`src/rtl/core/maze_dfs_explorer_macros.svh`:
```
// ----------------------------------------------------------------------------
// Maze DFS explorer assertion macros
// Shared concurrent assertion forms for the explorer RTL.
// ----------------------------------------------------------------------------
`ifndef MAZE_DFS_EXPLORER_MACROS_SVH
`define MAZE_DFS_EXPLORER_MACROS_SVH

// Same-cycle implication, disabled in reset.
`define MDE_ASSERT_IMP(lbl, clk, rst_n, ante, cons) \
  lbl: assert property (@(posedge clk) disable iff (!rst_n) (ante) |-> (cons)) \
    else $error("assertion failed");

// Next-cycle implication, disabled in reset.
`define MDE_ASSERT_NXT(lbl, clk, rst_n, ante, cons) \
  lbl: assert property (@(posedge clk) disable iff (!rst_n) (ante) |=> (cons)) \
    else $error("assertion failed");

`endif

```
`src/rtl/core/mde_pkg.sv`:
```
// ----------------------------------------------------------------------------
// Maze DFS explorer package
// Grid and stack sizes, codes, entry types and neighbor helper.
// ----------------------------------------------------------------------------
package mde_pkg;

  localparam int GRID_SIDE   = 16;
  localparam int COORD_W     = $clog2(GRID_SIDE);
  localparam int CELLS       = GRID_SIDE * GRID_SIDE;
  localparam int CELL_AW     = 2 * COORD_W;
  localparam int STACK_DEPTH = 256;
  localparam int SP_W        = $clog2(STACK_DEPTH);
  localparam int CNT_W       = SP_W + 1;

  typedef logic [COORD_W-1:0] coord_t;

  typedef enum logic [2:0] {
    CMD_FWD   = 3'd0,
    CMD_LEFT  = 3'd1,
    CMD_RIGHT = 3'd2,
    CMD_GOAL  = 3'd3,
    CMD_ERR   = 3'd4
  } cmd_e;

  typedef enum logic [1:0] {
    MODE_EXPLORE = 2'd0,
    MODE_BACK    = 2'd1,
    MODE_DONE    = 2'd2,
    MODE_ERROR   = 2'd3
  } mode_e;

  // sequencer states
  typedef enum logic [3:0] {
    ST_CLEAR, ST_IDLE, ST_EXP, ST_SC_RD, ST_SC_CHK, ST_DE_TOP, ST_DE_DAT,
    ST_LEFT1, ST_LEFT2, ST_RT, ST_RT_DAT, ST_TURN, ST_FWD, ST_TOP_RD,
    ST_TOP_CHK, ST_EMIT1
  } state_e;

  localparam logic REG_GOAL_X = 1'b0;
  localparam logic REG_GOAL_Y = 1'b1;

  // walls indexed by absolute direction: 0 east, 1 north, 2 west, 3 south
  typedef struct packed {
    coord_t     x;
    coord_t     y;
    logic [3:0] walls;
  } br_entry_t;

  localparam int BR_W = $bits(br_entry_t);

  typedef struct packed {
    logic   ok;
    coord_t x;
    coord_t y;
  } nbr_t;

  typedef struct packed {
    logic               we;
    logic [CELL_AW-1:0] waddr;
    logic [CELL_AW-1:0] raddr;
  } vis_req_t;

  typedef struct packed {
    logic            we;
    logic [SP_W-1:0] waddr;
    br_entry_t       wdata;
    logic [SP_W-1:0] raddr;
  } br_req_t;

  typedef struct packed {
    logic            we;
    logic [SP_W-1:0] waddr;
    logic [1:0]      wdata;
    logic [SP_W-1:0] raddr;
  } mv_req_t;

  function automatic nbr_t mde_nbr(coord_t x, coord_t y, logic [1:0] d);
    nbr_t n;
    n.ok = 1'b1;
    n.x  = x;
    n.y  = y;
    case (d)
      2'd0: if (x == coord_t'(GRID_SIDE - 1)) n.ok = 1'b0; else n.x = x + coord_t'(1);
      2'd1: if (y == coord_t'(GRID_SIDE - 1)) n.ok = 1'b0; else n.y = y + coord_t'(1);
      2'd2: if (x == '0) n.ok = 1'b0; else n.x = x - coord_t'(1);
      default: if (y == '0) n.ok = 1'b0; else n.y = y - coord_t'(1);
    endcase
    return n;
  endfunction

endpackage

```
`src/rtl/core/mde_visited.sv`:
```
// ----------------------------------------------------------------------------
// Visited map
// One bit per cell; cleared by a sweep after reset, start cell set.
// ----------------------------------------------------------------------------
module mde_visited
  import mde_pkg::*;
(
  input  logic     clk_i,
  input  logic     rst_ni,
  input  vis_req_t req_i,
  output logic     rdata_o,
  output logic     busy_o
);

  logic               mem [CELLS];
  logic [CELL_AW:0]   clr_q, clr_d;
  logic               we;
  logic [CELL_AW-1:0] waddr;
  logic               wdata;

  assign busy_o = !clr_q[CELL_AW];
  assign clr_d  = busy_o ? clr_q + 1'b1 : clr_q;

  always_comb begin
    if (busy_o) begin
      we    = 1'b1;
      waddr = clr_q[CELL_AW-1:0];
      wdata = (clr_q[CELL_AW-1:0] == '0);  // start cell
    end else begin
      we    = req_i.we;
      waddr = req_i.waddr;
      wdata = 1'b1;
    end
  end

  always_ff @(posedge clk_i or negedge rst_ni) begin
    if (!rst_ni) begin
      clr_q <= '0;
    end else begin
      clr_q <= clr_d;
    end
  end

  always_ff @(posedge clk_i) begin
    if (we) begin
      mem[waddr] <= wdata;
    end
    rdata_o <= mem[req_i.raddr];
  end

endmodule

```
`config.mk`:
```
export PLATFORM = sky130hd
export DESIGN_NAME = mde_visited
export DESIGN_NICKNAME = d
export VERILOG_FILES = /design/src/rtl/core/maze_dfs_explorer_macros.svh /design/src/rtl/core/mde_pkg.sv /design/src/rtl/core/mde_visited.sv
export SDC_FILE = /design/constraint.sdc
export NUM_CORES = 1
export LEC_CHECK = 0
export BUFFER_PORTS_ARGS = -buffer_cell sky130_fd_sc_hd__buf_2
export CAP_MARGIN = 20
export CORE_ASPECT_RATIO = 1.4
export CORE_MARGIN = 10
export CORE_UTILIZATION = 40
export DETAILED_ROUTE_END_ITERATION = 6
export GPL_TIMING_DRIVEN = 0
export PLACE_DENSITY = 0.54
export SLEW_MARGIN = 25
export SYNTH_ARGS = -nofsm -noshare
export SYNTH_HDL_FRONTEND = slang
export SYNTH_SLANG_ARGS = --single-unit
```
`constraint.sdc`:
```
create_clock -name clk_i -period 4.3 [get_ports clk_i]
set_input_delay 0.645 -clock clk_i [delete_from_list [all_inputs] [get_ports clk_i]]
set_output_delay 0.645 -clock clk_i [all_outputs]
set_load 0.02 [all_outputs]
```
Yosys cells after proc, flatten, opt, wreduce, memory -nomap -nowiden. Memories as Yosys holds them, arrays and structs flattened. A register that Yosys moved wholly into a read port is not among the register bits. Cells that the tools add are included.

Bits in registers: 9. Bits in latches: 0. Memory bits (writable): 256. Memory bits (read-only): 0. Input bits: 19. Output and inout port bits: 2. Logic and storage cells: 12. Memories: 1.

Add/subtract/negate cells: 1. $mul: 0. Div/mod/pow operators: 0. Magnitude comparators: 0. Equal/unequal tests: 0. Shift-type cells: 0. Multiplexer cells: 6. Bitwise logic cells: 0. Reductions and logical operators: 2.

Memory list: mem (words 256, width 1, read ports 1, clocked after memory_dff 1, write ports 1, RTL line mde_visited.sv:15) `logic mem [CELLS];`.

Operators with widths (count): adder 9 x 1 -> 9 bit (second input constant) (1); 2-to-1 mux 9 bit (1); zero test 8 bit (1); 2-to-1 mux 8 bit (1); 2-to-1 mux 1 bit (4); zero test 1 bit (1).

Depth between registers and ports, before layout. Gate-level depths: netlist of the first run.

Word-level depth: 3. Depth in mapped cells: 10. Gate-level depth less buffers: 6.

Worst setup path after synthesis of the first run. OpenSTA, ideal clock, no wires.

Kind: flip-flop to flip-flop. From: register clr_q[8]. To: memory mem[0], data pin. Library setup time: 0.590 ns. Data arrival time: 2.698 ns. Required time: 3.710 ns. Path slack: 1.012 ns. Stages on the path, launching flop included: 4. Buffers on the path: 2. Clock period less this slack: 3.288 ns. Cell sequence: dfrtp_1 > buf_2 > buf_1 > a31o_2.

Cells in the longest elaborated chain, start to end: 1.

Ends and longest elaborated chain: start, declared (RTL line mde_visited.sv:16) `logic [CELL_AW:0] clr_q, clr_d;`; start signal, assigned (RTL line mde_visited.sv:40) `clr_q <= clr_d;`; 2-to-1 mux 1 bit (RTL line mde_visited.sv:25) `if (busy_o) begin`; net wdata (RTL line mde_visited.sv:19) `logic wdata;`; end, declared (RTL line mde_visited.sv:15).

The timed path passes the listed nets, and every way through them passes these cells.

Worst setup path after layout of the first run.
From: register clr_q[8]. To: memory mem[107] (enable).

Cells in the longest elaborated chain, start to end: 3. Elaborated cells between the ends (all ways): 4. Classes of those cells: 4 x mux.

Ends and longest elaborated chain: 2-to-1 mux 1 bit (RTL line mde_visited.sv:25); 2-to-1 mux 1 bit (RTL line mde_visited.sv:45) `if (we) begin`; 2-to-1 mux 1 bit (not written as such) (RTL line mde_visited.sv:46) `mem[waddr] <= wdata;`.

Parallel ways exist; a longest one is shown, timed or not.

==> summary.md, run 1 <==
- finished, final reports clean — result of the run
- edfxtp_1 — top cell type by total area after synthesis
- 40.7% — effective utilization at floorplan
- 5360 uW — Overall Power
- 397 nW/um2 — pwr/cell area
- 316 MHz — maximum clock frequency
- 639 — detailed router's first-iteration violation count
- 1344 — final instance count without filler cells
- 0 — # resized after CTS
- 37200 um2 — Die Footprint
- 3.6% — combinational power share
- 0.512 ns — Final Hold Slack
- 52.2% — relative contribution of sequential cells to total power
- 0 — Slew Limit Fails
- buffers and inverters — critical path's top delay family
- 1 — H-tree Lvls
- 20.6% — net switching share of the total power
- 0.00418 uW — Lkg Pwr
- 3680 um2 — area used by multi-input combinational logic
- 3.40 ns — CP Data Arrival Time
- 64.5% — Synth top area share
- 0 — Max-cap violations
- 12600 um2 — placed inst area
- buf_2 -> buf_2 -> nand2_1 -> o22ai_1 -> nand3_1 -> clkbuf_1 -> nor2_1 — series of cell instances along the critical path
- 7625 — vias
- 24.6 um — wire length per cell
- 0 — number of diodes added for antenna fixing
- 0 — warnings from Yosys
- 1100 uW — net switching component of the power
- 10 — Crit Path Max Fanout
- 0.54 ns — worst skew pair latency
- edfxtp_1 — flip-flop cell with the highest count after synthesis
- 4.54 ns — endpoint required time on the critical path
- 224 um — die extent in y
- 0 — Final Hold Fails
- clkbuf_16 — buffer type at the clock tree root
- 0 — # DRC
- 2700 — count of fill cells added during filler insertion
- 7930 um2 — storage element area
- false — RSZ-0062 raised after global routing
- 13.3 um2 — average footprint of a synthesized cell
- register — kind of launch point of the worst setup path
- 0.06 ns — clk slew on worst S/H paths
- 0 — number of antenna violations at the first check in global routing
- 22.0 mm — placed wire-length estimate
- 53 — number of distinct standard cells referenced by the synthesized netlist
- 0.78 ns — delay contributed by the slowest stage of the critical path
- 76 — largest net degree at the start of global routing
- 74 — row count
- 1.05 ns — slew at the pin closest to its max-slew limit
- 49.6 mm — global-route wire length before repair
- 7 — detailed-routing iteration count for the pre-antenna-repair pass
- 0 ns — setup total negative slack
- 29300 um2 — area of the core region
- buf_2 — library cell appearing most often on the critical path
- 1295 — Placed Cells incl. Taps
- 13500 um2 — final instance area
- 3 — worst path buffer plus inverter count
- edfxtp_1 (65%), nor2_1 (8.6%), mux4_2 (5.7%) — cell types with the largest area share after synthesis
- 3.38% — async set-or-reset flop fraction in the synthesized netlist
- 44.2% — part of the total power dissipated in the clock network
- 5.67 — post-detailed-route via-to-cell ratio
- 0 — Setup violations, final
- 7738 — vias in the first global route
- 0 — antenna-violating nets left
- 0.307 mV — maximum resistive drop on vdd
- input pin to asynchronous set/reset pin — type of the tightest min-delay check
- 0 — overall overflow remaining after global route
- 66.6% — proportion of synthesized chip area in sequential cells
- 73.5% — post-route clock period utilization
- 266 — count of state elements after synthesis
- 0.0108 ns — clock skew after layout
- 256 — number of enable flip-flop cells after synthesis
- 33.0 mm — detailed-route wire length
- done — TritonCTS clock tree
- 915 — synthesized net count
- 13.0% — proportion of layout cells with a drive suffix above 1
- register to register — Crit Path Class
- 13.3% — area overhead of the layout relative to synthesis
- 21 — count of pins on the block boundary
- 16 — number of input and output port buffers inserted
- 4250 uW — internal power component
- 27 — number of buffers created by CTS
- 3.16 ns — Tmin final
- 894 — count of mapped cells out of synthesis
- register — category of the worst setup path capture point
- 3 — Max Root-Sink Buffers
- 11900 um2 — total standard cell area after synthesis
- 166 um — floorplan die width
- 0.878 — final estimated routing congestion in global placement
- 966 — Net count, final
- 17.5% — overall routing resource usage
- 266 — clock sink count
- 29.0% — relative slew slack
- o22ai_1 — Critical Path Slowest Stage Cell
## cell type report
class,instances,share of cell area (%)
sequential,266,58.7
inverter,8,0.222
clock buffer,31,5.11
buffer,66,2.37
clock inverter,17,1.36
multi-input combinational,554,27.2
timing repair buffer,22,1.43
tap,380,3.52
## cell usage in the layout, fill, tap and decap left out, types with 4 or more instances in the layout
cell         n
buf_2       28
inv_1        7
clkinv_1     7
clkbuf_16   27
buf_4        8
a22oi_1      6
o22ai_1     20
bufinv_16    4
nor4_1       7
nor2b_1      6
mux4_2      30
clkbuf_1    45
a22o_1       7
xnor2_1      7
o32ai_2      5
a31oi_1      4
edfxtp_1   256
nor2_1     272
o21ai_0      8
nand2_1     47
mux2i_1     55
nand3_1     24
dfrtp_1      9
mux4_1       8
nand2b_1     5
## through the flow
stage	worst slack, ns	util, %
detailed placement	1.10	43.1
global placement	-0.717	42.6
floorplan	1.01	-
finish	1.14	46.2
CTS	1.15	46.1
global route	0.909	46.2
## layer usage
| layer | GRT usage (%) | wire length, um | vias up | part of all wire [%] |
|---|---|---|---|---|
| met5 | 0 | 0 | - | 0 |
| met4 | 7.88 | 1350 | 0 | 4.1 |
| met3 | 2.22 | 1690 | 72 | 5.1 |
| met2 | 31.8 | 17300 | 277 | 53 |
| met1 | 20.3 | 12600 | 3878 | 38 |
| li1 | - | - | 3398 | - |
## kinds of logic (layout without fill, tap and decap cells)
logic type,after synthesis,in the layout,share of synthesized area [%]
AOI/OAI and AO/OA,71,71,4.43
adders and majority gates,2,2,0.210
muxes,96,96,12.3
DFF,266,266,66.6
buffers and inverters,74,144,2.94
xor gates and xnor gates,7,7,0.515
and+or+nand+nor,378,378,13.0
## worst reg2reg max path: cells and delay by family, from the launching register on
kind | cells | cell delay, ns
buf+inv | 3 | 1.00
simple gates | 3 | 0.77
flops | 1 | 0.32
compound gates | 1 | 0.78
## state kept, by name, summed over array words and instances, names as in the netlist
| signal | cells |
|---|---|
| mem | 256 |
| clr_q | 9 |
| rdata_o | 1 |
## power by group through the flow
stage                     Sequential, uW  Combinational, uW  Clock (uW)
after detailed placement            2850                189           0
after floorplan                     2860                113           0
final                               2800                190        2370
after global routing                2800                200        2490
after CTS                           2800                190        2390
after global placement              2850                189           0
## worst paths after layout
path                               start        to  slack, ns  cells past startpoint
worst max-delay path            clr_q[8]  mem[107]       1.14                      7
worst min-delay path              rst_ni  clr_q[0]       0.51                      2
worst max register to register  clr_q[8]  mem[107]       1.14                      7
worst min register to register  clr_q[2]  clr_q[2]       0.56                      1
max in group asynchronous         rst_ni  clr_q[5]       3.59                      2
min in group clk_i              clr_q[2]  clr_q[2]       0.56                      1
## synthesized netlist by cell type, types with 2 or more instances
cell / n
edfxtp_1: 256
mux2i_1: 55
buf_4: 7
nor2_1: 272
xnor2_1: 7
mux2_2: 3
or3_1: 2
a32o_1: 3
a22oi_1: 6
buf_6: 2
o22ai_1: 20
nand3_1: 24
nor2b_1: 6
nand4_1: 3
o32ai_1: 7
inv_1: 7
nand2_1: 47
nand3b_1: 3
clkbuf_1: 41
ha_1: 2
nor3_1: 3
nor4_1: 7
mux4_2: 30
dfrtp_1: 9
o21ai_0: 8
nand2b_1: 5
a21oi_1: 3
buf_1: 3
a31oi_1: 4
o31ai_1: 2
buf_2: 12
mux4_1: 8
a22o_1: 7
## what timing repair did
action	CTS	global route
setup buffers	0	0
hold endpoints to repair	9	0
hold buffers	1	0
(Power assumes the default switching activity.)
==> inputs of run 2 (changes only) <==
- PLACE_DENSITY: 0.54 -> 0.56
- clock period: 4.3 -> 2.86 ns (I/O delays scaled with it)
==> run 2 against run 1 <==
Effect of this change:
- first-iteration DRC count is 6.4% lower
- combinational power is 51% higher
- global-route usage is 0.39 points lower
- worst hold slack worse by 0.24 ns
- via count is 0.64% lower
- largest power group unchanged
- sequential share of layout area hardly changed
- routed wire length is 0.66% lower
- die area stayed put
- count of clock-buffer cells in the layout is 1 higher
==> summary.md, run 2 (synthesis results as in run 1) <==
- finished, final reports clean — result of the run
- 0.855 ns — slew at the pin closest to its max-slew limit, -0.199 ns
- 1340 — final instance count without filler cells, -0.30%
- 0 — Final Hold Fails, unchanged
- 43.3% — part of the total power dissipated in the clock network, -0.9 points
- 53.0% — relative contribution of sequential cells to total power, +0.8 points
- 5.65 — post-detailed-route via-to-cell ratio, -0.35%
- 16 — number of input and output port buffers inserted, unchanged
- 24.5 um — wire length per cell, -0.36%
- nor2_1 — most common cell after layout, fill and taps aside
- true — RSZ-0062 raised after global routing
- 0.117 ns — Final Worst Setup Slack, -1.02 ns
- 2.74 ns — Tmin final, -0.419 ns
- 7930 um2 — storage element area, unchanged
- 0.885 — final estimated routing congestion in global placement, +0.73%
- buffers and inverters — critical path's top delay family
- 74 — row count, unchanged
- 0 — Slew Limit Fails, unchanged
- 3 — Max Root-Sink Buffers, unchanged
- 37200 um2 — Die Footprint, unchanged
- 256 — flip-flop count of the largest register after layout, unchanged
- 0 — overall overflow remaining after global route, unchanged
- 0 — # DRC, unchanged
- 48.7 mm — global-route wire length before repair, -1.9%
- 1.87% — met3 routing resource usage after global routing, -0.35 points
- register — kind of launch point of the worst setup path
- mem — largest register by flop count
- 3.6% — combinational power share, about the same
- 43.0% — relative slew slack, +14 points
- 95.9% — post-route clock period utilization, +22 points
- 7576 — vias, -0.64%
- 13.3% — area overhead of the layout relative to synthesis, about the same
- 963 — Net count, final, -0.31%
- clr_q[8] — FF-to-FF Start
- input pin to asynchronous set/reset pin — type of the tightest min-delay check
- buf_2 -> buf_2 -> nand2_1 -> o32ai_4 -> nand3_1 -> clkbuf_1 -> nor2_1 — series of cell instances along the critical path
- 266 — clock sink count, unchanged
- 3.10 ns — endpoint required time on the critical path, -1.44 ns
- 20.6% — net switching share of the total power, about the same
- 0 — Max-cap violations, unchanged
- 224 um — die extent in y, unchanged
- 32.8 mm — detailed-route wire length, -0.66%
- 2.98 ns — CP Data Arrival Time, -0.42 ns
- clkbuf_16 — buffer type at the clock tree root
- 0.00418 uW — Lkg Pwr, about the same
- 0.46 ns — delay contributed by the slowest stage of the critical path, -0.32 ns
- 0.12 ns — worst reg-to-reg setup slack, -1.02 ns
- 0 ns — setup total negative slack, unchanged
- 13.6% — proportion of layout cells with a drive suffix above 1, +0.68 points
- 0.00918 ns — clock skew after layout, -0.00159 ns
- 1 — H-tree Lvls, unchanged
- buf_2 — library cell appearing most often on the critical path
- 46.2% — utilization after layout, about the same
- 3740 um2 — area used by multi-input combinational logic, +1.7%
- -0.258 ns — pre-CTS setup slack, -1.36 ns
- done — TritonCTS clock tree
- 0 — number of antenna violations at the first check in global routing, unchanged
- 7 — logic depth of the worst register-to-register path, unchanged
- 21 — count of pins on the block boundary, unchanged
- 0.54 ns — worst skew pair latency, about the same
- 1294 — Placed Cells incl. Taps, -0.077%
- 0.06 ns — clk slew on worst S/H paths, about the same
- 17.1% — overall routing resource usage, -0.39 points
- mem (256), clr_q (9), rdata_o (1) — largest registers
- 10 — Crit Path Max Fanout, unchanged
- 3 — worst path buffer plus inverter count, unchanged
- 0.445 mV — maximum resistive drop on vdd, +45%
- 32.2% — met2 global-route usage, +0.38 points
- register to register — Crit Path Class
- 1630 uW — net switching component of the power, +48%
- 6300 uW — internal power component, +48%
- 598 — detailed router's first-iteration violation count, -6.4%
- clkbuf_1 — Critical Path Slowest Stage Cell
- 166 um — floorplan die width, unchanged
- 2703 — count of fill cells added during filler insertion, +0.11%
- 40.7% — effective utilization at floorplan, unchanged
- mem[69] — Critical R2R Capture
- nor2_1 (272), edfxtp_1 (256), mux2i_1 (55), nand2_1 (47), clkbuf_1 (38) — leading cell types in the layout, fill and taps excluded
- 21.8 mm — placed wire-length estimate, -0.87%
- 6 — detailed-routing iteration count for the pre-antenna-repair pass, -1
- met2 — global route hottest layer
- 26 — number of buffers created by CTS, -3.7%
- 0 — Setup violations, final, unchanged
- 0 — antenna-violating nets left, unchanged
- 587 nW/um2 — pwr/cell area, +48%
- 365 MHz — maximum clock frequency, +15%
- 0.272 ns — Final Hold Slack, -0.240 ns
- 19.3% — met1 global-route usage, -0.93 points
- 65 — largest net degree at the start of global routing, -14%
- 7793 — vias in the first global route, +0.71%
- register — category of the worst setup path capture point
- 0 — number of diodes added for antenna fixing, unchanged
- 29300 um2 — area of the core region, unchanged
## run 2: cell types whose count changed in the layout (fill, tap and decap cells not counted), moves of 2 or more
cell	previous run	this run
buf_12	3	5
clkbuf_2	0	7
o32ai_4	0	2
buf_16	2	0
clkbuf_1	45	38
clkinvlp_4	3	1
## run 2: what timing repair did
action	in CTS	in global routing
hold endpoints to repair	9	0
pin swaps	0	0
setup endpoints to repair	109	172
setup buffers	0	0
hold buffers	1	0
gates resized for setup	7	19
## run 2: power groups by stage
stage	sequential (uW)	combinational [uW]	clock, uW
finish	4210	287	3440
global route	4200	299	3620
CTS	4210	287	3470
detailed placement	4290	285	0
global placement	4290	283	0
floorplan	4290	171	0
## run 2: per-layer routing
| layer | up-vias | share of wire [%] |
|---|---|---|
| li1 | 3395 | - |
| met1 | 3904 | 39 |
| met2 | 211 | 54 |
| met3 | 66 | 4.1 |
| met4 | 0 | 3.3 |
| met5 | - | 0 |
## run 2: worst max-delay path by stage
stage / startpoint / end / slack [ns] / depth (start not counted)
after detailed placement: clr_q[8] / mem[211] / -0.26 / 7
after global placement: clr_q[8] / mem[241] / -0.64 / 6
final: clr_q[8] / mem[69] / 0.12 / 7
after global routing: clr_q[8] / mem[185] / -0.01 / 7
after floorplan: clr_q[6] / mem[0] / 0.51 / 2
after CTS: clr_q[8] / mem[185] / 0.001 / 7
## run 2: worst reg2reg max path: cells and delay by family (launching register included)
family | cells | cell delay, ns
and+or+nand+nor | 3 | 0.79
buffers and inverters | 3 | 1.01
DFF | 1 | 0.32
AOI/OAI and AO/OA | 1 | 0.33
## run 2: per-stage QoR
step                      total power [uW]  area (um2)
after CTS                             7960       13500
after floorplan                       4460       11900
after detailed placement              4570       12600
after global placement                4570       12500
after global routing                  8120       13500
final                                 7930       13500
## run 2: area by class of cell
cell class,count,area share [%]
clock inverters,14,1.02
plain buffers,65,2.41
flip-flops and latches,266,58.7
clock buffers,32,5.14
well taps,380,3.52
inverters,8,0.222
repair buffers,21,1.26
multi-input cells,554,27.7
