--- src/rtl/core/maze_dfs_explorer_macros.svh ---
// ----------------------------------------------------------------------------
// Maze DFS explorer assertion macros
// Shared concurrent assertion forms for the explorer RTL.
// ----------------------------------------------------------------------------
`ifndef MAZE_DFS_EXPLORER_MACROS_SVH
`define MAZE_DFS_EXPLORER_MACROS_SVH

// Same-cycle implication, disabled in reset.
`define MDE_ASSERT_IMP(lbl, clk, rst_n, ante, cons) \
  lbl: assert property (@(posedge clk) disable iff (!rst_n) (ante) |-> (cons)) \
    else $error("assertion failed");

// Next-cycle implication, disabled in reset.
`define MDE_ASSERT_NXT(lbl, clk, rst_n, ante, cons) \
  lbl: assert property (@(posedge clk) disable iff (!rst_n) (ante) |=> (cons)) \
    else $error("assertion failed");

`endif

--- src/rtl/core/mde_pkg.sv ---
// ----------------------------------------------------------------------------
// Maze DFS explorer package
// Grid and stack sizes, codes, entry types and neighbor helper.
// ----------------------------------------------------------------------------
package mde_pkg;

  localparam int GRID_SIDE   = 16;
  localparam int COORD_W     = $clog2(GRID_SIDE);
  localparam int CELLS       = GRID_SIDE * GRID_SIDE;
  localparam int CELL_AW     = 2 * COORD_W;
  localparam int STACK_DEPTH = 256;
  localparam int SP_W        = $clog2(STACK_DEPTH);
  localparam int CNT_W       = SP_W + 1;

  typedef logic [COORD_W-1:0] coord_t;

  typedef enum logic [2:0] {
    CMD_FWD   = 3'd0,
    CMD_LEFT  = 3'd1,
    CMD_RIGHT = 3'd2,
    CMD_GOAL  = 3'd3,
    CMD_ERR   = 3'd4
  } cmd_e;

  typedef enum logic [1:0] {
    MODE_EXPLORE = 2'd0,
    MODE_BACK    = 2'd1,
    MODE_DONE    = 2'd2,
    MODE_ERROR   = 2'd3
  } mode_e;

  // sequencer states
  typedef enum logic [3:0] {
    ST_CLEAR, ST_IDLE, ST_EXP, ST_SC_RD, ST_SC_CHK, ST_DE_TOP, ST_DE_DAT,
    ST_LEFT1, ST_LEFT2, ST_RT, ST_RT_DAT, ST_TURN, ST_FWD, ST_TOP_RD,
    ST_TOP_CHK, ST_EMIT1
  } state_e;

  localparam logic REG_GOAL_X = 1'b0;
  localparam logic REG_GOAL_Y = 1'b1;

  // walls indexed by absolute direction: 0 east, 1 north, 2 west, 3 south
  typedef struct packed {
    coord_t     x;
    coord_t     y;
    logic [3:0] walls;
  } br_entry_t;

  localparam int BR_W = $bits(br_entry_t);

  typedef struct packed {
    logic   ok;
    coord_t x;
    coord_t y;
  } nbr_t;

  typedef struct packed {
    logic               we;
    logic [CELL_AW-1:0] waddr;
    logic [CELL_AW-1:0] raddr;
  } vis_req_t;

  typedef struct packed {
    logic            we;
    logic [SP_W-1:0] waddr;
    br_entry_t       wdata;
    logic [SP_W-1:0] raddr;
  } br_req_t;

  typedef struct packed {
    logic            we;
    logic [SP_W-1:0] waddr;
    logic [1:0]      wdata;
    logic [SP_W-1:0] raddr;
  } mv_req_t;

  function automatic nbr_t mde_nbr(coord_t x, coord_t y, logic [1:0] d);
    nbr_t n;
    n.ok = 1'b1;
    n.x  = x;
    n.y  = y;
    case (d)
      2'd0: if (x == coord_t'(GRID_SIDE - 1)) n.ok = 1'b0; else n.x = x + coord_t'(1);
      2'd1: if (y == coord_t'(GRID_SIDE - 1)) n.ok = 1'b0; else n.y = y + coord_t'(1);
      2'd2: if (x == '0) n.ok = 1'b0; else n.x = x - coord_t'(1);
      default: if (y == '0) n.ok = 1'b0; else n.y = y - coord_t'(1);
    endcase
    return n;
  endfunction

endpackage

--- src/rtl/core/mde_ifs.sv ---
// ----------------------------------------------------------------------------
// Maze DFS explorer channels
// Valid/ready interfaces for sensor items and command results.
// ----------------------------------------------------------------------------
interface mde_in_if;
  logic valid;
  logic ready;
  logic wall_left;
  logic wall_front;
  logic wall_right;
  logic wall_back;

  modport source (output valid, wall_left, wall_front, wall_right, wall_back, input ready);
  modport sink   (input valid, wall_left, wall_front, wall_right, wall_back, output ready);
endinterface

interface mde_out_if;
  logic       valid;
  logic       ready;
  logic [2:0] command;
  logic [3:0] pos_x;
  logic [3:0] pos_y;
  logic [1:0] heading;
  logic       last;

  modport source (output valid, command, pos_x, pos_y, heading, last, input ready);
  modport sink   (input valid, command, pos_x, pos_y, heading, last, output ready);
endinterface

--- src/rtl/core/mde_ctrl.sv ---
// ----------------------------------------------------------------------------
// Maze DFS explorer sequencer
// Walks each item through memory reads, turns, moves and stack updates.
// ----------------------------------------------------------------------------
`include "maze_dfs_explorer_macros.svh"

module mde_ctrl
  import mde_pkg::*;
(
  input  logic             clk_i,
  input  logic             rst_ni,
  mde_in_if.sink           in_if,
  mde_out_if.source        out_if,
  input  logic             cfg_we_i,
  input  logic             cfg_idx_i,
  input  logic [3:0]       cfg_data_i,
  input  logic             clr_busy_i,
  output vis_req_t         vis_req_o,
  input  logic             vis_rdata_i,
  output br_req_t          br_req_o,
  input  br_entry_t        br_rdata_i,
  output mv_req_t          mv_req_o,
  input  logic [1:0]       mv_rdata_i
);

  state_e          state_q, state_d;
  mode_e           mode_q, mode_d;
  coord_t          x_q, x_d, y_q, y_d, sx_q, sx_d, sy_q, sy_d;
  logic [1:0]      hd_q, hd_d, dir_q, dir_d, tgt_q, tgt_d;
  logic [CNT_W-1:0] mc_q, mc_d, bc_q, bc_d;
  logic [3:0]      walls_q, walls_d, sw_q, sw_d;
  logic            scan_br_q, scan_br_d, rt_q, rt_d, top_back_q, top_back_d;
  cmd_e            pend_q, pend_d;
  coord_t          gx_q, gy_q;

  logic            ov_q, ov_d, olast_q, olast_d;
  cmd_e            ocmd_q, ocmd_d;
  coord_t          ox_q, ox_d, oy_q, oy_d;
  logic [1:0]      oh_q, oh_d;

  logic            accept, slot_free, blocked, on_top, top_hit, is_goal, fail_rt;
  logic            emit, emit_last;
  cmd_e            emit_cmd;
  coord_t          emit_x, emit_y;
  logic [1:0]      emit_h, delta, dl, dr, db;
  logic [3:0]      rot_w;
  logic [CNT_W-1:0] bc_m1, mc_m1;
  nbr_t            scan_n, fwd_n;

  assign accept    = in_if.valid && in_if.ready;
  assign in_if.ready = (state_q == ST_IDLE);
  assign slot_free = !ov_q || out_if.ready;
  assign bc_m1     = bc_q - 1'b1;
  assign mc_m1     = mc_q - 1'b1;
  assign scan_n    = mde_nbr(sx_q, sy_q, dir_q);
  assign fwd_n     = mde_nbr(x_q, y_q, hd_q);
  assign blocked   = !scan_n.ok || sw_q[dir_q];
  assign on_top    = (x_q == sx_q) && (y_q == sy_q);
  assign top_hit   = (x_q == br_rdata_i.x) && (y_q == br_rdata_i.y);
  assign delta     = tgt_q - hd_q;
  assign fail_rt   = (bc_q == '0) || (mc_q == '0);
  assign is_goal   = (({1'b0, x_q} == {1'b0, gx_q}) || ({1'b0, x_q} == {1'b0, gx_q} + 1'b1)) &&
                     (({1'b0, y_q} == {1'b0, gy_q}) || ({1'b0, y_q} == {1'b0, gy_q} + 1'b1));

  // sensor bits are relative to heading; rotate to absolute directions
  assign dl = hd_q + 2'd1;
  assign db = hd_q + 2'd2;
  assign dr = hd_q + 2'd3;
  always_comb begin
    rot_w = '0;
    rot_w[hd_q] = rot_w[hd_q] | in_if.wall_front;
    rot_w[dl]   = rot_w[dl]   | in_if.wall_left;
    rot_w[db]   = rot_w[db]   | in_if.wall_back;
    rot_w[dr]   = rot_w[dr]   | in_if.wall_right;
  end

  // next state
  always_comb begin
    state_d = state_q;
    unique case (state_q)
      ST_CLEAR: if (!clr_busy_i) state_d = ST_IDLE;
      ST_IDLE: begin
        if (accept) begin
          unique case (mode_q)
            MODE_EXPLORE: state_d = ST_EXP;
            MODE_BACK:    state_d = (bc_q == '0) ? ST_EMIT1 : ST_TOP_RD;
            default:      state_d = ST_EMIT1;
          endcase
        end
      end
      ST_EXP:    state_d = is_goal ? ST_EMIT1 : ST_SC_RD;
      ST_SC_RD: begin
        if (!blocked) state_d = ST_SC_CHK;
        else if (dir_q == 2'd3) state_d = ST_DE_TOP;
      end
      ST_SC_CHK: begin
        if (!vis_rdata_i) state_d = scan_br_q ? ST_LEFT1 : ST_TURN;
        else if (dir_q == 2'd3) state_d = ST_DE_TOP;
        else state_d = ST_SC_RD;
      end
      ST_DE_TOP: state_d = (bc_q == '0) ? ST_EMIT1 : ST_DE_DAT;
      ST_DE_DAT: state_d = ST_SC_RD;
      ST_LEFT1:  if (slot_free) state_d = ST_LEFT2;
      ST_LEFT2:  if (slot_free) state_d = on_top ? ST_IDLE : ST_RT;
      ST_RT:     state_d = fail_rt ? ST_EMIT1 : ST_RT_DAT;
      ST_RT_DAT: state_d = ST_TURN;
      ST_TURN:   if (delta == 2'd0) state_d = ST_FWD;
      ST_FWD:    if (slot_free) state_d = rt_q ? ST_TOP_RD : ST_IDLE;
      ST_TOP_RD: state_d = ST_TOP_CHK;
      ST_TOP_CHK: state_d = (!top_hit && top_back_q) ? ST_RT : ST_IDLE;
      ST_EMIT1:  if (slot_free) state_d = ST_IDLE;
      default:   state_d = ST_IDLE;
    endcase
  end

  // datapath, memory requests and result emission
  always_comb begin
    mode_d = mode_q;  x_d = x_q;  y_d = y_q;  hd_d = hd_q;
    mc_d = mc_q;  bc_d = bc_q;  walls_d = walls_q;
    sx_d = sx_q;  sy_d = sy_q;  sw_d = sw_q;  dir_d = dir_q;  tgt_d = tgt_q;
    scan_br_d = scan_br_q;  rt_d = rt_q;  top_back_d = top_back_q;  pend_d = pend_q;
    vis_req_o = '0;  br_req_o = '0;  mv_req_o = '0;
    emit = 1'b0;  emit_last = 1'b0;  emit_cmd = CMD_FWD;
    emit_x = x_q;  emit_y = y_q;  emit_h = hd_q;

    unique case (state_q)
      ST_IDLE: begin
        if (accept) begin
          walls_d = rot_w;
          unique case (mode_q)
            MODE_BACK: begin
              top_back_d = 1'b1;
              if (bc_q == '0) begin
                mode_d = MODE_ERROR;
                pend_d = CMD_ERR;
              end
            end
            MODE_DONE:  pend_d = CMD_GOAL;
            MODE_ERROR: pend_d = CMD_ERR;
            default: ;
          endcase
        end
      end
      ST_EXP: begin
        if (((walls_q & (walls_q - 4'd1)) == 4'd0) && !bc_q[CNT_W-1]) begin
          br_req_o.we    = 1'b1;
          br_req_o.waddr = bc_q[SP_W-1:0];
          br_req_o.wdata = '{x: x_q, y: y_q, walls: walls_q};
          bc_d           = bc_q + 1'b1;
        end
        if (is_goal) begin
          mode_d = MODE_DONE;
          pend_d = CMD_GOAL;
        end
        sx_d = x_q;  sy_d = y_q;  sw_d = walls_q;
        scan_br_d = 1'b0;  dir_d = 2'd0;
      end
      ST_SC_RD: begin
        vis_req_o.raddr = {scan_n.y, scan_n.x};
        if (blocked) begin
          dir_d = dir_q + 2'd1;
          if (dir_q == 2'd3 && scan_br_q) bc_d = bc_m1;  // exhausted branch
        end
      end
      ST_SC_CHK: begin
        if (!vis_rdata_i) begin
          tgt_d = dir_q;
          rt_d  = 1'b0;
        end else begin
          dir_d = dir_q + 2'd1;
          if (dir_q == 2'd3 && scan_br_q) bc_d = bc_m1;
        end
      end
      ST_DE_TOP: begin
        br_req_o.raddr = bc_m1[SP_W-1:0];
        if (bc_q == '0) begin
          mode_d = MODE_ERROR;
          pend_d = CMD_ERR;
        end
      end
      ST_DE_DAT: begin
        sx_d = br_rdata_i.x;  sy_d = br_rdata_i.y;  sw_d = br_rdata_i.walls;
        scan_br_d = 1'b1;  dir_d = 2'd0;
      end
      ST_LEFT1: begin
        if (slot_free) begin
          emit = 1'b1;  emit_cmd = CMD_LEFT;  emit_h = hd_q + 2'd1;
          hd_d = emit_h;
        end
      end
      ST_LEFT2: begin
        if (slot_free) begin
          emit = 1'b1;  emit_cmd = CMD_LEFT;  emit_h = hd_q + 2'd1;
          emit_last = on_top;
          hd_d = emit_h;
          if (on_top) begin
            bc_d   = bc_m1;
            mode_d = MODE_EXPLORE;
          end
        end
      end
      ST_RT: begin
        mv_req_o.raddr = mc_m1[SP_W-1:0];
        if (fail_rt) begin
          mode_d = MODE_ERROR;
          pend_d = CMD_ERR;
        end else begin
          mc_d = mc_m1;
        end
      end
      ST_RT_DAT: begin
        tgt_d = mv_rdata_i + 2'd2;
        rt_d  = 1'b1;
      end
      ST_TURN: begin
        if (delta != 2'd0 && slot_free) begin
          emit = 1'b1;
          // a half turn goes left when the target code is above the heading
          if (delta == 2'd1 || (delta == 2'd2 && hd_q < tgt_q)) begin
            emit_cmd = CMD_LEFT;  emit_h = hd_q + 2'd1;
          end else begin
            emit_cmd = CMD_RIGHT; emit_h = hd_q + 2'd3;
          end
          hd_d = emit_h;
        end
      end
      ST_FWD: begin
        if (slot_free) begin
          if (fwd_n.ok) begin
            emit_x = fwd_n.x;
            emit_y = fwd_n.y;
          end
          emit = 1'b1;  emit_cmd = CMD_FWD;  emit_last = 1'b1;
          x_d = emit_x;  y_d = emit_y;
          vis_req_o.we    = 1'b1;
          vis_req_o.waddr = {emit_y, emit_x};
          top_back_d      = 1'b0;
          if (!rt_q && !mc_q[CNT_W-1]) begin
            mv_req_o.we    = 1'b1;
            mv_req_o.waddr = mc_q[SP_W-1:0];
            mv_req_o.wdata = tgt_q;
            mc_d           = mc_q + 1'b1;
          end
        end
      end
      ST_TOP_RD: br_req_o.raddr = bc_m1[SP_W-1:0];
      ST_TOP_CHK: begin
        if (top_hit) begin
          bc_d   = bc_m1;
          mode_d = MODE_EXPLORE;
        end else begin
          mode_d = MODE_BACK;
        end
      end
      ST_EMIT1: begin
        if (slot_free) begin
          emit = 1'b1;  emit_cmd = pend_q;  emit_last = 1'b1;
        end
      end
      default: ;
    endcase
  end

  // output register
  always_comb begin
    ov_d = ov_q && !out_if.ready;
    ocmd_d = ocmd_q;  ox_d = ox_q;  oy_d = oy_q;  oh_d = oh_q;  olast_d = olast_q;
    if (emit) begin
      ov_d = 1'b1;
      ocmd_d = emit_cmd;  ox_d = emit_x;  oy_d = emit_y;  oh_d = emit_h;
      olast_d = emit_last;
    end
  end

  assign out_if.valid   = ov_q;
  assign out_if.command = ocmd_q;
  assign out_if.pos_x   = ox_q;
  assign out_if.pos_y   = oy_q;
  assign out_if.heading = oh_q;
  assign out_if.last    = olast_q;

  always_ff @(posedge clk_i or negedge rst_ni) begin
    if (!rst_ni) begin
      state_q    <= ST_CLEAR;
      mode_q     <= MODE_EXPLORE;
      x_q        <= '0;
      y_q        <= '0;
      hd_q       <= 2'd1;
      mc_q       <= '0;
      bc_q       <= '0;
      ov_q       <= 1'b0;
      gx_q       <= coord_t'(7);
      gy_q       <= coord_t'(7);
    end else begin
      state_q <= state_d;
      mode_q  <= mode_d;
      x_q     <= x_d;
      y_q     <= y_d;
      hd_q    <= hd_d;
      mc_q    <= mc_d;
      bc_q    <= bc_d;
      ov_q    <= ov_d;
      if (cfg_we_i && cfg_idx_i == REG_GOAL_X) gx_q <= cfg_data_i;
      if (cfg_we_i && cfg_idx_i == REG_GOAL_Y) gy_q <= cfg_data_i;
    end
  end

  always_ff @(posedge clk_i) begin
    walls_q    <= walls_d;
    sx_q       <= sx_d;
    sy_q       <= sy_d;
    sw_q       <= sw_d;
    dir_q      <= dir_d;
    tgt_q      <= tgt_d;
    scan_br_q  <= scan_br_d;
    rt_q       <= rt_d;
    top_back_q <= top_back_d;
    pend_q     <= pend_d;
    ocmd_q     <= ocmd_d;
    ox_q       <= ox_d;
    oy_q       <= oy_d;
    oh_q       <= oh_d;
    olast_q    <= olast_d;
  end

  `MDE_ASSERT_NXT(a_done_sticky, clk_i, rst_ni, mode_q == MODE_DONE, mode_q == MODE_DONE)
  `MDE_ASSERT_NXT(a_error_sticky, clk_i, rst_ni, mode_q == MODE_ERROR, mode_q == MODE_ERROR)
  `MDE_ASSERT_IMP(a_counts_bound, clk_i, rst_ni, 1'b1, bc_q <= CNT_W'(STACK_DEPTH) && mc_q <= CNT_W'(STACK_DEPTH))
  `MDE_ASSERT_IMP(a_no_emit_on_busy_slot, clk_i, rst_ni, emit, !ov_q || out_if.ready)

endmodule

--- src/flat_wrapper.sv ---
// flat-port wrapper written by rule: the top's interface ports become plain ports
module mde_ctrl_flat import mde_pkg::*;
  (clk_i, rst_ni, cfg_we_i, cfg_idx_i, cfg_data_i, clr_busy_i, vis_req_o, vis_rdata_i, br_req_o, br_rdata_i, mv_req_o, mv_rdata_i, in_if_valid, in_if_wall_left, in_if_wall_front, in_if_wall_right, in_if_wall_back, in_if_ready, out_if_valid, out_if_command, out_if_pos_x, out_if_pos_y, out_if_heading, out_if_last, out_if_ready);
  mde_in_if in_if_i ();
  mde_out_if out_if_i ();
  input  logic clk_i;
  input  logic rst_ni;
  input  logic cfg_we_i;
  input  logic cfg_idx_i;
  input  logic [3:0] cfg_data_i;
  input  logic clr_busy_i;
  output vis_req_t vis_req_o;
  input  logic vis_rdata_i;
  output br_req_t br_req_o;
  input  br_entry_t br_rdata_i;
  output mv_req_t mv_req_o;
  input  logic [1:0] mv_rdata_i;
  input wire logic [$bits(in_if_i.valid)-1:0] in_if_valid;
  input wire logic [$bits(in_if_i.wall_left)-1:0] in_if_wall_left;
  input wire logic [$bits(in_if_i.wall_front)-1:0] in_if_wall_front;
  input wire logic [$bits(in_if_i.wall_right)-1:0] in_if_wall_right;
  input wire logic [$bits(in_if_i.wall_back)-1:0] in_if_wall_back;
  output wire logic [$bits(in_if_i.ready)-1:0] in_if_ready;
  output wire logic [$bits(out_if_i.valid)-1:0] out_if_valid;
  output wire logic [$bits(out_if_i.command)-1:0] out_if_command;
  output wire logic [$bits(out_if_i.pos_x)-1:0] out_if_pos_x;
  output wire logic [$bits(out_if_i.pos_y)-1:0] out_if_pos_y;
  output wire logic [$bits(out_if_i.heading)-1:0] out_if_heading;
  output wire logic [$bits(out_if_i.last)-1:0] out_if_last;
  input wire logic [$bits(out_if_i.ready)-1:0] out_if_ready;
  assign in_if_i.valid = in_if_valid;
  assign in_if_i.wall_left = in_if_wall_left;
  assign in_if_i.wall_front = in_if_wall_front;
  assign in_if_i.wall_right = in_if_wall_right;
  assign in_if_i.wall_back = in_if_wall_back;
  assign in_if_ready = in_if_i.ready;
  assign out_if_valid = out_if_i.valid;
  assign out_if_command = out_if_i.command;
  assign out_if_pos_x = out_if_i.pos_x;
  assign out_if_pos_y = out_if_i.pos_y;
  assign out_if_heading = out_if_i.heading;
  assign out_if_last = out_if_i.last;
  assign out_if_i.ready = out_if_ready;
  mde_ctrl u_core (.clk_i(clk_i), .rst_ni(rst_ni), .in_if(in_if_i), .out_if(out_if_i), .cfg_we_i(cfg_we_i), .cfg_idx_i(cfg_idx_i), .cfg_data_i(cfg_data_i), .clr_busy_i(clr_busy_i), .vis_req_o(vis_req_o), .vis_rdata_i(vis_rdata_i), .br_req_o(br_req_o), .br_rdata_i(br_rdata_i), .mv_req_o(mv_req_o), .mv_rdata_i(mv_rdata_i));
endmodule
--- config.mk ---
export PLATFORM = sky130hd
export DESIGN_NAME = mde_ctrl_flat
export DESIGN_NICKNAME = d
export VERILOG_FILES = /design/src/rtl/core/mde_pkg.sv /design/src/rtl/core/mde_ifs.sv /design/src/rtl/core/mde_ctrl.sv /design/src/flat_wrapper.sv
export VERILOG_INCLUDE_DIRS = /design/src /design/src/rtl/core
export SDC_FILE = /design/constraint.sdc
export NUM_CORES = 1
export LEC_CHECK = 0
export BUFFER_PORTS_ARGS = -buffer_cell sky130_fd_sc_hd__clkbuf_2
export CAP_MARGIN = 20
export CORE_MARGIN = 10
export CORE_UTILIZATION = 25
export DETAILED_ROUTE_END_ITERATION = 7
export PLACE_DENSITY = 0.49
export SYNTH_ARGS = -nofsm -noshare
export SYNTH_HDL_FRONTEND = slang
export SYNTH_SLANG_ARGS = --single-unit
--- constraint.sdc ---
create_clock -name clk_i -period 5.9 [get_ports clk_i]
set_input_delay 0.295 -clock clk_i [delete_from_list [all_inputs] [get_ports clk_i]]
set_output_delay 0.295 -clock clk_i [all_outputs]
set_load 0.05 [all_outputs]
Yosys cells after proc, flatten, opt, wreduce, memory -nomap -nowiden --
Cells that the tools add are included.
Word-level totals: memory bits (read-only) 0, word-level logic and storage cells 324, bits in registers 83, memories kept 0, input port bits 30, RAM bits 0, latch bits 0, output and inout port bits 81
Operators by class: muxes and demuxes 137, bitwise gates (word level) 7, eq/ne operators 57, add/sub/neg operators 21, reductions and logical operators 67, shift operators 0, div/mod/pow operators 0, $mul 0, order comparisons 10
Operator list (count):
- 4-bit two-way mux | 30
- 9-bit two-way mux | 12
- 4-bit one-hot mux with 16 select lines | 1
- 4-bit one-hot mux with 2 select lines | 8
- 4-bit == test (second input constant) | 12
- 9-bit one-hot mux with 5 select lines | 1
- 21-bit two-way mux | 2
- 11-bit two-way mux | 3
- 2-bit two-way mux | 15
- 1-bit two-way mux | 27
- 4-bit == test | 6
- 4-bit logical NOT | 6
- 3-bit two-way mux | 8
- 8-bit two-way mux | 3
- 2-bit by 1-bit inequality test with 1-bit output (second input constant) | 12
- 4-bit by 1-bit subtractor with 4-bit output (second input constant) | 5
- 9-bit by 1-bit adder with 9-bit output (second input constant) | 2
- 9-bit logical NOT | 2
- 3-bit one-hot mux with 3 select lines | 2
- 9-bit one-hot mux with 2 select lines | 1
- 9-bit by 1-bit subtractor with 9-bit output (second input constant) | 2
- 1-bit logical AND | 17
- 4-bit by 1-bit adder with 4-bit output (second input constant) | 4
- 4-bit by 3-bit == test with 1-bit output (second input constant) | 4
- 43 further kinds | 114

Depth between registers and ports, before layout --
Gate-level depths: netlist of run 1.
depth after elaboration 17, gate-level depth with buffers 11, gate-level depth less buffers 10

Worst setup path before layout of run 1 --
Ideal clock, no wire load.
path type register to output, start point register u_core.x_q[0], end point output port vis_req_o[11] (netlist bit), buffers on the path 1, arrival 3.211 ns, path slack 2.394 ns, required time 5.605 ns, stages on the path, launching flop included 10, path through dfrtp_1 clkbuf_1 inv_1 ha_1 or3b_1 nor2_1 o21ai_1 nand2_1 o22ai_1 a221oi_1
RTL lines:
- start, declared | line mde_ctrl.sv:28 | coord_t x_q, x_d, y_q, y_d, sx_q, sx_d, sy_q, sy_d;
- start signal, assigned | line mde_ctrl.sv:286 | x_q <= '0;
- start signal, assigned | line mde_ctrl.sv:297 | x_q <= x_d;
- end, declared | line flat_wrapper.sv:12 | output vis_req_t vis_req_o;

==> impl_metrics.tcl, run 1 <==
set metrics [dict create \
    status "completed" \
    synth_top_family_by_area "simple AND/OR/NAND/NOR gates" \
    clkTransAtPathRegs_ns 0.08 \
    core-area_mm2 0.0268 \
    hold_class "input port to async pin" \
    synth.area.mux_share 0.0507 \
    firstDrtPassIters 5 \
    crit_path_max_fanout 23 \
    cts_max_path_buffers 2 \
    via_per_inst 5.06 \
    worst_setup_path_end_kind "output pin" \
    portBuffers 110 \
    cp-startpoint "u_core.hd_q[0]" \
    r2r_cells 9 \
    ys_seq_elements 83 \
    synthArstFlopShare 0.518 \
    ios 111 \
    cts_made_buffers 9 \
    fin_skew_ns 0.0188 \
    finalMaxSlewViolations 0 \
    syn_avg_cell_area_um2 8.21 \
    cp_cell_sequence "inv_2, ha_1, a21oi_1, o21ai_1, nand2_1, o22ai_1, a221oi_1, clkbuf_2" \
    yosys.area_share.adder 0.0562 \
    synth_area_leaders "edfxtp_1 18%, dfrtp_1 13%, nor2_1 5.6%" \
    vias 6279 \
    final.fill_count 2862 \
    drt-initial-drc-count 656 \
    r2r_setup_slack_ns 2.42 \
    synthDistinctLibCells 74 \
    cts_tree "done" \
    synth_edf_count 40 \
    rows 60 \
    syn2layout_area_growth_pct 16.2 \
    slowest_stage "dfstp_2" \
    power.total_w 0.00458 \
    cts_root_buf "clkbuf_16" \
    worst-setup-path-type "flip-flop to output pin" \
    antenna_left 0 \
    synth_compound_area_frac 0.182 \
    antenna_found_initial 0 \
    r2r-end "u_core.walls_q[1]" \
    post-synth-top-count-cell "nor2_1" \
    design.final.nets 955 \
    setup_viol 0 \
    die_y_um 185 \
    maxCapViolations 0 \
    p_leak_nw 3.18 \
    synthFlopType "edfxtp_1" \
    max_slew_margin 0.328 \
    cts_setup_buffers 0 \
    fin_crit_ns 3.77 \
    yosysTopAreaCellShare 0.178 \
    grt_start_max_net_pins 44 \
    drc_errors 0 \
    regArea_mm2 0.00229 \
    globalplace.congestion 0.886 \
    drive_gt1_frac 0.186 \
    synthSimpleGateAreaFrac 0.247 \
    critPathRequiredTime_ns 5.61 \
    tightest_slew_ns 1.01 \
    track_usage 0.128 \
    grt_pass1_wl_mm 34.5 \
    seq_area_frac_synth 0.338 \
    synth-xor-area-share 0.0751 \
    ys_top_cells_by_count "101 x nor2_1, 74 x nand2_1, 57 x a21oi_1" \
    multiInputGateArea_mm2 0.00414 \
    power.density_mw_per_mm2 582 \
    dp_hpwl_mm 16.9 \
    synth_cells 824 \
    num_antenna_cells 0 \
    setup_tns_ns 0 \
    syn_area_mm2 0.00677 \
    fin_crit_sh 0.638 \
    cts_hold_buf 0 \
    grt_pass1_vias 6016 \
    rsz0062_at_grt "false" \
    utilization 0.293 \
    grt.overflow.total 0 \
    worstSetupEndpoint "vis_req_o[11]" \
    syn_nets 883 \
    die_w_um 185 \
    wire_per_inst_um 17.8 \
    cpPeakStageDelay_ns 0.77 \
    clock_sinks 83 \
    yosysTopAreaCell "edfxtp_1" \
    cts-resized-gates 0 \
    start_util 0.252 \
    arrival_ns 3.47 \
    start_kind "flip-flop" \
    dieArea_mm2 0.0340 \
    drt-total-wl_mm 22.0 \
    cts_max_level 3 \
    finalHoldViolCount 0 \
    clock_latency_ns 0.36 \
    max_freq_mhz 265 \
    rr_startpoint "u_core.hd_q[0]" \
    yosys_warnings 0 \
    irDropWorstVdd_v 0.000147 \
]
## flip-flops by register name, summed over array words and instances, names as in the netlist, 3 cells and up
register               cells
u_core.pend_q              3
u_core.walls_q             4
u_core.mc_q                9
u_core.sy_q                4
u_core.y_q                 4
u_core.x_q                 4
u_core.out_if.pos_y        4
u_core.out_if.pos_x        4
u_core.gx_q                4
u_core.sw_q                4
u_core.out_if.command      3
u_core.sx_q                4
u_core.gy_q                4
u_core.bc_q                9
u_core.state_q             4
## layout by cell type (no fill, tap or decap), types with 4 or more instances in the layout
cell type	count
a22o_1	5
and2_1	23
mux2_2	13
and3_1	4
nor4_1	18
o21ai_0	30
nor3b_1	9
edfxtp_1	40
nand2_1	74
nor3_1	27
a211oi_1	5
a221oi_1	7
o22ai_1	8
o21ai_1	23
clkbuf_2	110
xor2_1	29
inv_2	4
a21o_1	6
a21oi_1	57
buf_4	6
or2_1	4
nand4_1	9
clkbuf_16	9
inv_1	29
nor2b_1	11
o211ai_1	6
nand3_1	20
dfstp_2	7
mux2_1	9
dfrtp_1	36
xnor2_1	29
or3_1	4
nand2b_1	17
a31oi_1	17
mux2i_1	5
o221ai_1	4
ha_1	28
nor2_1	101
## per-layer routing
layer | GRT usage | share of wire
met1 | 0.174 | 0.48
met2 | 0.200 | 0.45
met3 | 0.0242 | 0.048
met4 | 0.0361 | 0.016
met5 | 0 | 0
## area by class of cell
| type | count | area share |
|---|---|---|
| repair buffers | 116 | 0.0757 |
| multi-input cells | 651 | 0.527 |
| well taps | 341 | 0.0543 |
| flip-flops and latches | 83 | 0.291 |
| clock inverters | 7 | 0.00732 |
| clock buffers | 9 | 0.0286 |
| inverters | 35 | 0.0167 |
## cells by family after synthesis
| group | Yosys count |
|---|---|
| and+or+nand+nor | 338 |
| AOI/OAI and AO/OA | 196 |
| buffers and inverters | 90 |
| DFF | 83 |
| xor gates and xnor gates | 58 |
| adders and majority gates | 30 |
| muxes | 29 |
## per-stage QoR
stage	hold slack [ns]	cell area, um^2	setup WS [ns]	instances
final	0.0616	7860	2.13	1242
after global placement	0.462	7580	2.50	1226
after global routing	0.115	7860	1.84	1242
after CTS	0.0958	7860	2.15	1242
after detailed placement	0.468	7580	2.47	1226
after floorplan	-0.000591	6770	2.39	824
## worst min path at each step
stage | to | start | slack [ns] | cells past startpoint
after detailed placement | u_core.gy_q[3] | rst_ni | 0.47 | 2
after CTS | u_core.x_q[3] | rst_ni | 0.1 | 2
after floorplan | u_core.bc_q[0] | rst_ni | -0.0006 | 0
final | u_core.mode_q[0] | rst_ni | 0.06 | 2
after global placement | u_core.gy_q[3] | rst_ni | 0.46 | 2
after global routing | u_core.mc_q[1] | rst_ni | 0.12 | 2
## report_power, final
part	switching (W)	internal [W]
registers	0.000400	0.000912
logic	0.00175	0.000947
clock network	0.000269	0.000294
## critical path, delay by kind of cell (launching register included)
family                   cells  cell delay [ns]
AND/OR/NAND/NOR              1             0.22
flip-flops                   1             0.77
adder cells (fa/ha/maj)      1             0.50
buffers and inverters        2             0.49
AO/OA/AOI/OAI                4             1.12
No activity file was read; power rests on OpenSTA's default activity.
==> inputs of run 2 (changes only) <==
- ABC_AREA: unset -> 1
- clock period: 5.9 -> 3.5 ns (I/O delays scaled with it)
==> run 2 against run 1 <==
Clock-buffer cell count stayed put. Largest power group unchanged. Setup slack worse by 1.8 ns. Clock power up 92%. Total power increased by 64%. First-iteration DRC count shrank 25%. Largest cell class unchanged. Core utilization increased by 0.77 points. Hold slack worse by 0.013 ns. Critical path type unchanged. Sequential power increased by 54%. Area after synthesis down 3.1%.
==> impl_metrics.tcl, run 2 <==
set metrics [dict create \
    cp_cell_sequence "inv_1, ha_1, nand3_1, inv_1, nor2_1, inv_1, nand2_1, a21oi_1, nand2_1, o21ai_2, a21oi_2, inv_1, a211oi_2, nor2_1, clkbuf_2" \
    max_slew_margin 0.495 \
    drive_gt1_frac 0.196 \
    r2r_cells 16 \
    grt_start_max_net_pins 27 \
    dp_cells 1325 \
    cts_tree "done" \
    yosysTopAreaCellShare 0.183 \
    post-synth-top-count-cell "nand2_1" \
    yosysTopAreaCell "edfxtp_1" \
    synth_cells 894 \
    largest_registers "u_core.bc_q: 9 flops, u_core.mc_q: 9 flops" \
    start_kind "flip-flop" \
    clkTransAtPathRegs_ns 0.07 \
    dp_hpwl_mm 17.2 \
    worst_setup_path_end_kind "output pin" \
    cts_root_buf "clkbuf_16" \
    cts_made_buffers 9 \
    ios 111 \
    dieArea_mm2 0.0331 \
    grt_pass1_vias 6374 \
    irDropWorstVdd_v 0.000258 \
    cts_max_level 3 \
    setup_tns_ns 0 \
    synth_area_leaders "edfxtp_1 18%, dfrtp_1 14%, nand2_1 10%" \
    portBuffers 110 \
    track_usage 0.133 \
    power.total_w 0.00752 \
    antenna_found_initial 0 \
    final_common_cell "nand2_1" \
    start_util 0.253 \
    antenna_left 0 \
    cpPeakStageDelay_ns 0.57 \
    tightest_slew_ns 0.757 \
    p_leak_nw 3.59 \
    cp_common_cell "inv_1" \
    syn_nets 953 \
    cts_setup_buffers 0 \
    hold_slack_ns 0.0489 \
    yosys_warnings 0 \
    maxCapViolations 0 \
    max_freq_mhz 320 \
    core-area_mm2 0.0259 \
    firstDrtPassIters 5 \
    synthArstFlopShare 0.518 \
    r2r_setup_slack_ns 0.66 \
    via_per_inst 4.72 \
    globalplace.congestion 0.918 \
    synthDistinctLibCells 56 \
    fin_crit_ns 3.13 \
    synth_edf_count 40 \
    rows 59 \
    ys_top_cells_by_count "176 x nand2_1, 119 x nor2_1, 95 x inv_1" \
    die_w_um 182 \
    drt-initial-drc-count 489 \
    fin_skew_ns 0.0109 \
    status "completed" \
    syn2layout_area_growth_pct 19.0 \
    critPathRequiredTime_ns 3.32 \
    arrival_ns 2.95 \
    die_y_um 182 \
    design_area_mm2 0.00780 \
    num_antenna_cells 0 \
    vias 6336 \
    drt-total-wl_mm 22.1 \
    final_cell_mix "176 x nand2_1, 119 x nor2_1, 110 x clkbuf_2" \
    crit_path_max_fanout 9 \
    synthFlopType "edfxtp_1" \
    place_area_mm2 0.00747 \
    setup_viol 0 \
    clock_sinks 83 \
    syn_avg_cell_area_um2 7.33 \
    grt_pass1_wl_mm 35.3 \
    cts_max_path_buffers 2 \
    drc_errors 0 \
    slowest_stage "dfrtp_1" \
    rsz0062_at_grt "false" \
    worst-setup-path-type "flip-flop to output pin" \
    finalHoldViolCount 0 \
    finalMaxSlewViolations 0 \
    seq_area_frac_synth 0.349 \
    clock_latency_ns 0.36 \
    min_path_cells 3 \
    ys_seq_elements 83 \
    stdcell_count 1342 \
    syn_area_mm2 0.00656 \
    wire_per_inst_um 16.5 \
    grt.overflow.total 0 \
    fin_crit_sh 0.893 \
    hold_class "input port to flip-flop" \
    design.final.nets 1061 \
    power.density_mw_per_mm2 964 \
]
run 2: changes by cell type after synthesis, sizes merged, moves of 14 or more:
cell,change
a21oi,-30
and2,-23
clkbuf,-39
inv,+85
mux2,-21
nand2,+108
nand2b,-17
nand3,+44
nor2,+26
nor4,-14
o21ai,+39
run 2: kinds of logic after synthesis:
logic type | share of synthesized area
XOR/XNOR | 0.0722
flip-flops | 0.349
buffers and inverters | 0.0931
AO/OA/AOI/OAI | 0.156
adder cells (fa/ha/maj) | 0.0565
AND/OR/NAND/NOR | 0.272
multiplexers | 0.00172
run 2: final timing paths:
kind	start	to
max	u_core.x_q[1]	vis_req_o[10]
min	cfg_data_i[1]	u_core.gx_q[1]
max reg2reg	u_core.hd_q[0]	u_core.walls_q[2]
min reg2reg	u_core.mode_q[0]	u_core.mode_q[0]
max in group asynchronous	rst_ni	u_core.mode_q[0]
min in group asynchronous	rst_ni	u_core.y_q[2]
run 2: critical path, delay by kind of cell (launching register included):
kind	cells	cell delay, ns
buf+inv	5	0.73
flops	1	0.57
simple gates	5	0.50
fa+ha+maj	1	0.25
compound gates	4	0.55
run 2: through the flow:
step | util | setup slack [ns]
finish | 0.301 | 0.375
detailed placement | 0.288 | 0.699
floorplan | - | 0.468
global route | 0.301 | 0.000254
global placement | 0.288 | 0.721
CTS | 0.301 | 0.324
run 2: area by class of cell:
cell class | instances | area [um^2]
Fill cell | 2799 | 18100
Multi-Input combinational cell | 665 | 3660
Sequential cell | 83 | 2290
Timing Repair Buffer | 120 | 641
Inverter | 123 | 472
Tap cell | 335 | 419
Clock buffer | 9 | 225
Clock inverter | 7 | 97.6
run 2: report_power, final:
part / internal (W) / switching (W)
combinational: 0.00138 / 0.00304
clock: 0.000630 / 0.000446
sequential: 0.00153 / 0.000492
total: 0.00354 / 0.00398
run 2: metal layers:
layer	GRT usage	up-vias	part of all wire
met5	0	-	0
met4	0.0485	0	0.026
met1	0.179	2934	0.48
li1	-	3203	-
met3	0.0229	25	0.046
met2	0.208	174	0.45
run 2: timing repair:
| action | CTS | global route |
|---|---|---|
| endpoints found under the hold margin | 18 | 0 |
| hold buffers | 1 | 0 |
| gates resized for setup | 0 | 0 |
==> inputs of run 3 (changes only) <==
- ABC_AREA: 1 -> unset
==> run 3 against run 2 <==
Global-route usage is 0.37 points lower. Clock-buffer cell count increased by 1. Hold slack gained 0.026 ns. Final area is 2.9% higher. Core utilization is 0.14 points lower. Wire length grew 1.1%. Fmax is 0.82% lower. Total power grew 4.7%. Critical endpoint is now vis_req_o[13].
==> impl_metrics.tcl, run 3 (synthesis results as in run 1) <==
set metrics [dict create \
    status "completed" \
    dieArea_mm2 0.0340 \
    drt-initial-drc-count 606 \
    max_slew_margin 0.387 \
    hold_slack_ns 0.0751 \
    drive_gt1_frac 0.205 \
    track_usage 0.129 \
    num_antenna_cells 0 \
    cts_max_path_buffers 2 \
    critPathRequiredTime_ns 3.32 \
    final_cell_mix "109 x clkbuf_2, 101 x nor2_1, 73 x nand2_1" \
    antenna_left 0 \
    arrival_ns 2.98 \
    power.density_mw_per_mm2 981 \
    irDropWorstVdd_v 0.000298 \
    grt.overflow.total 0 \
    die_y_um 185 \
    setup_viol 0 \
    cts_tree "done" \
    cts_setup_buffers 0 \
    largest_registers "u_core.bc_q: 9 flops, u_core.mc_q: 9 flops" \
    rsz0062_at_grt "false" \
    cts_max_level 3 \
    clock_sinks 83 \
    globalplace.congestion 0.883 \
    crit_path_max_fanout 13 \
    die_w_um 185 \
    grt_pass1_wl_mm 34.6 \
    rows 60 \
    design_area_mm2 0.00803 \
    via_per_inst 5.00 \
    drt-total-wl_mm 22.4 \
    pre_cts_ws_ns 0.387 \
    timing.final.ws_setup_ns 0.349 \
    max_freq_mhz 317 \
    fin_crit_sh 0.900 \
    start_util 0.252 \
    fin_crit_ns 3.15 \
    ios 111 \
    portBuffers 110 \
    finalHoldViolCount 0 \
    grt_start_max_net_pins 28 \
    fin_skew_ns 0.00848 \
    drc_errors 0 \
    finalMaxSlewViolations 0 \
    vias 6305 \
    antenna_found_initial 0 \
    p_leak_nw 3.27 \
    core-area_mm2 0.0268 \
    dp_cells 1245 \
    syn2layout_area_growth_pct 18.7 \
    clkTransAtPathRegs_ns 0.07 \
    grt_pass1_vias 6076 \
    wire_per_inst_um 17.7 \
    clock_latency_ns 0.36 \
    cts_root_buf "clkbuf_16" \
    place_area_mm2 0.00773 \
    setup_tns_ns 0 \
    worst_setup_path_end_kind "output pin" \
    stdcell_count 1262 \
    design.final.nets 975 \
    tightest_slew_ns 0.916 \
    maxCapViolations 0 \
    hold_class "input port to flip-flop" \
    dp_hpwl_mm 17.5 \
    final_common_cell "clkbuf_2" \
    worst-setup-path-type "flip-flop to output pin" \
    start_kind "flip-flop" \
    cts_made_buffers 9 \
    firstDrtPassIters 5 \
]
## run 3: repair_timing
action,in CTS,in global routing
hold buffers,1,0
resized for setup,0,4
setup endpoints to repair,0,1
endpoints found under the hold margin,10,0
## run 3: worst paths after layout
kind	slack [ns]	cells past startpoint	end	start
max reg2reg	0.38	8	u_core.walls_q[1]	u_core.hd_q[0]
max in group asynchronous	2.33	3	u_core.hd_q[0]	rst_ni
min	0.08	2	u_core.gy_q[2]	cfg_data_i[2]
min in group asynchronous	0.33	2	u_core.x_q[1]	rst_ni
min reg2reg	0.57	1	u_core.mc_q[0]	u_core.mc_q[0]
max	0.35	9	vis_req_o[13]	u_core.hd_q[0]
## run 3: final cells by class
type	count	area (um^2)
tap	341	427
sequential	83	2290
timing repair buffer	136	751
clock inverter	6	55.1
clock buffer	10	229
inverter	35	131
fill	2852	18800
multi-input combinational	651	4150
## run 3: per-stage QoR
step / total power [W] / utilization
after global routing: 0.00853 / 0.300
after global placement: 0.00691 / 0.288
after floorplan: 0.00563 / -
after CTS: 0.00790 / 0.299
after detailed placement: 0.00691 / 0.288
final: 0.00787 / 0.300
## run 3: worst max-delay path, cell delays in order, from the launching register on
cell,delay (ns)
dfstp_2,0.65
inv_2,0.10
ha_1,0.27
buf_4,0.21
a21oi_1,0.28
o21bai_1,0.14
a31oi_1,0.26
o21ai_1,0.08
a31oi_1,0.29
clkbuf_2,0.34
## run 3: power breakdown
group,internal [W],total [W],switching [W]
Clock,0.000499,0.000951,0.000452
Combinational,0.00171,0.00480,0.00310
Sequential,0.00154,0.00212,0.000578
## run 3: metal layers
metal | part of all wire | GRT usage | vias up
li1 | - | - | 3138
met1 | 0.46 | 0.168 | 2934
met2 | 0.46 | 0.206 | 200
met3 | 0.058 | 0.0270 | 33
met4 | 0.024 | 0.0475 | 0
met5 | 0 | 0 | -
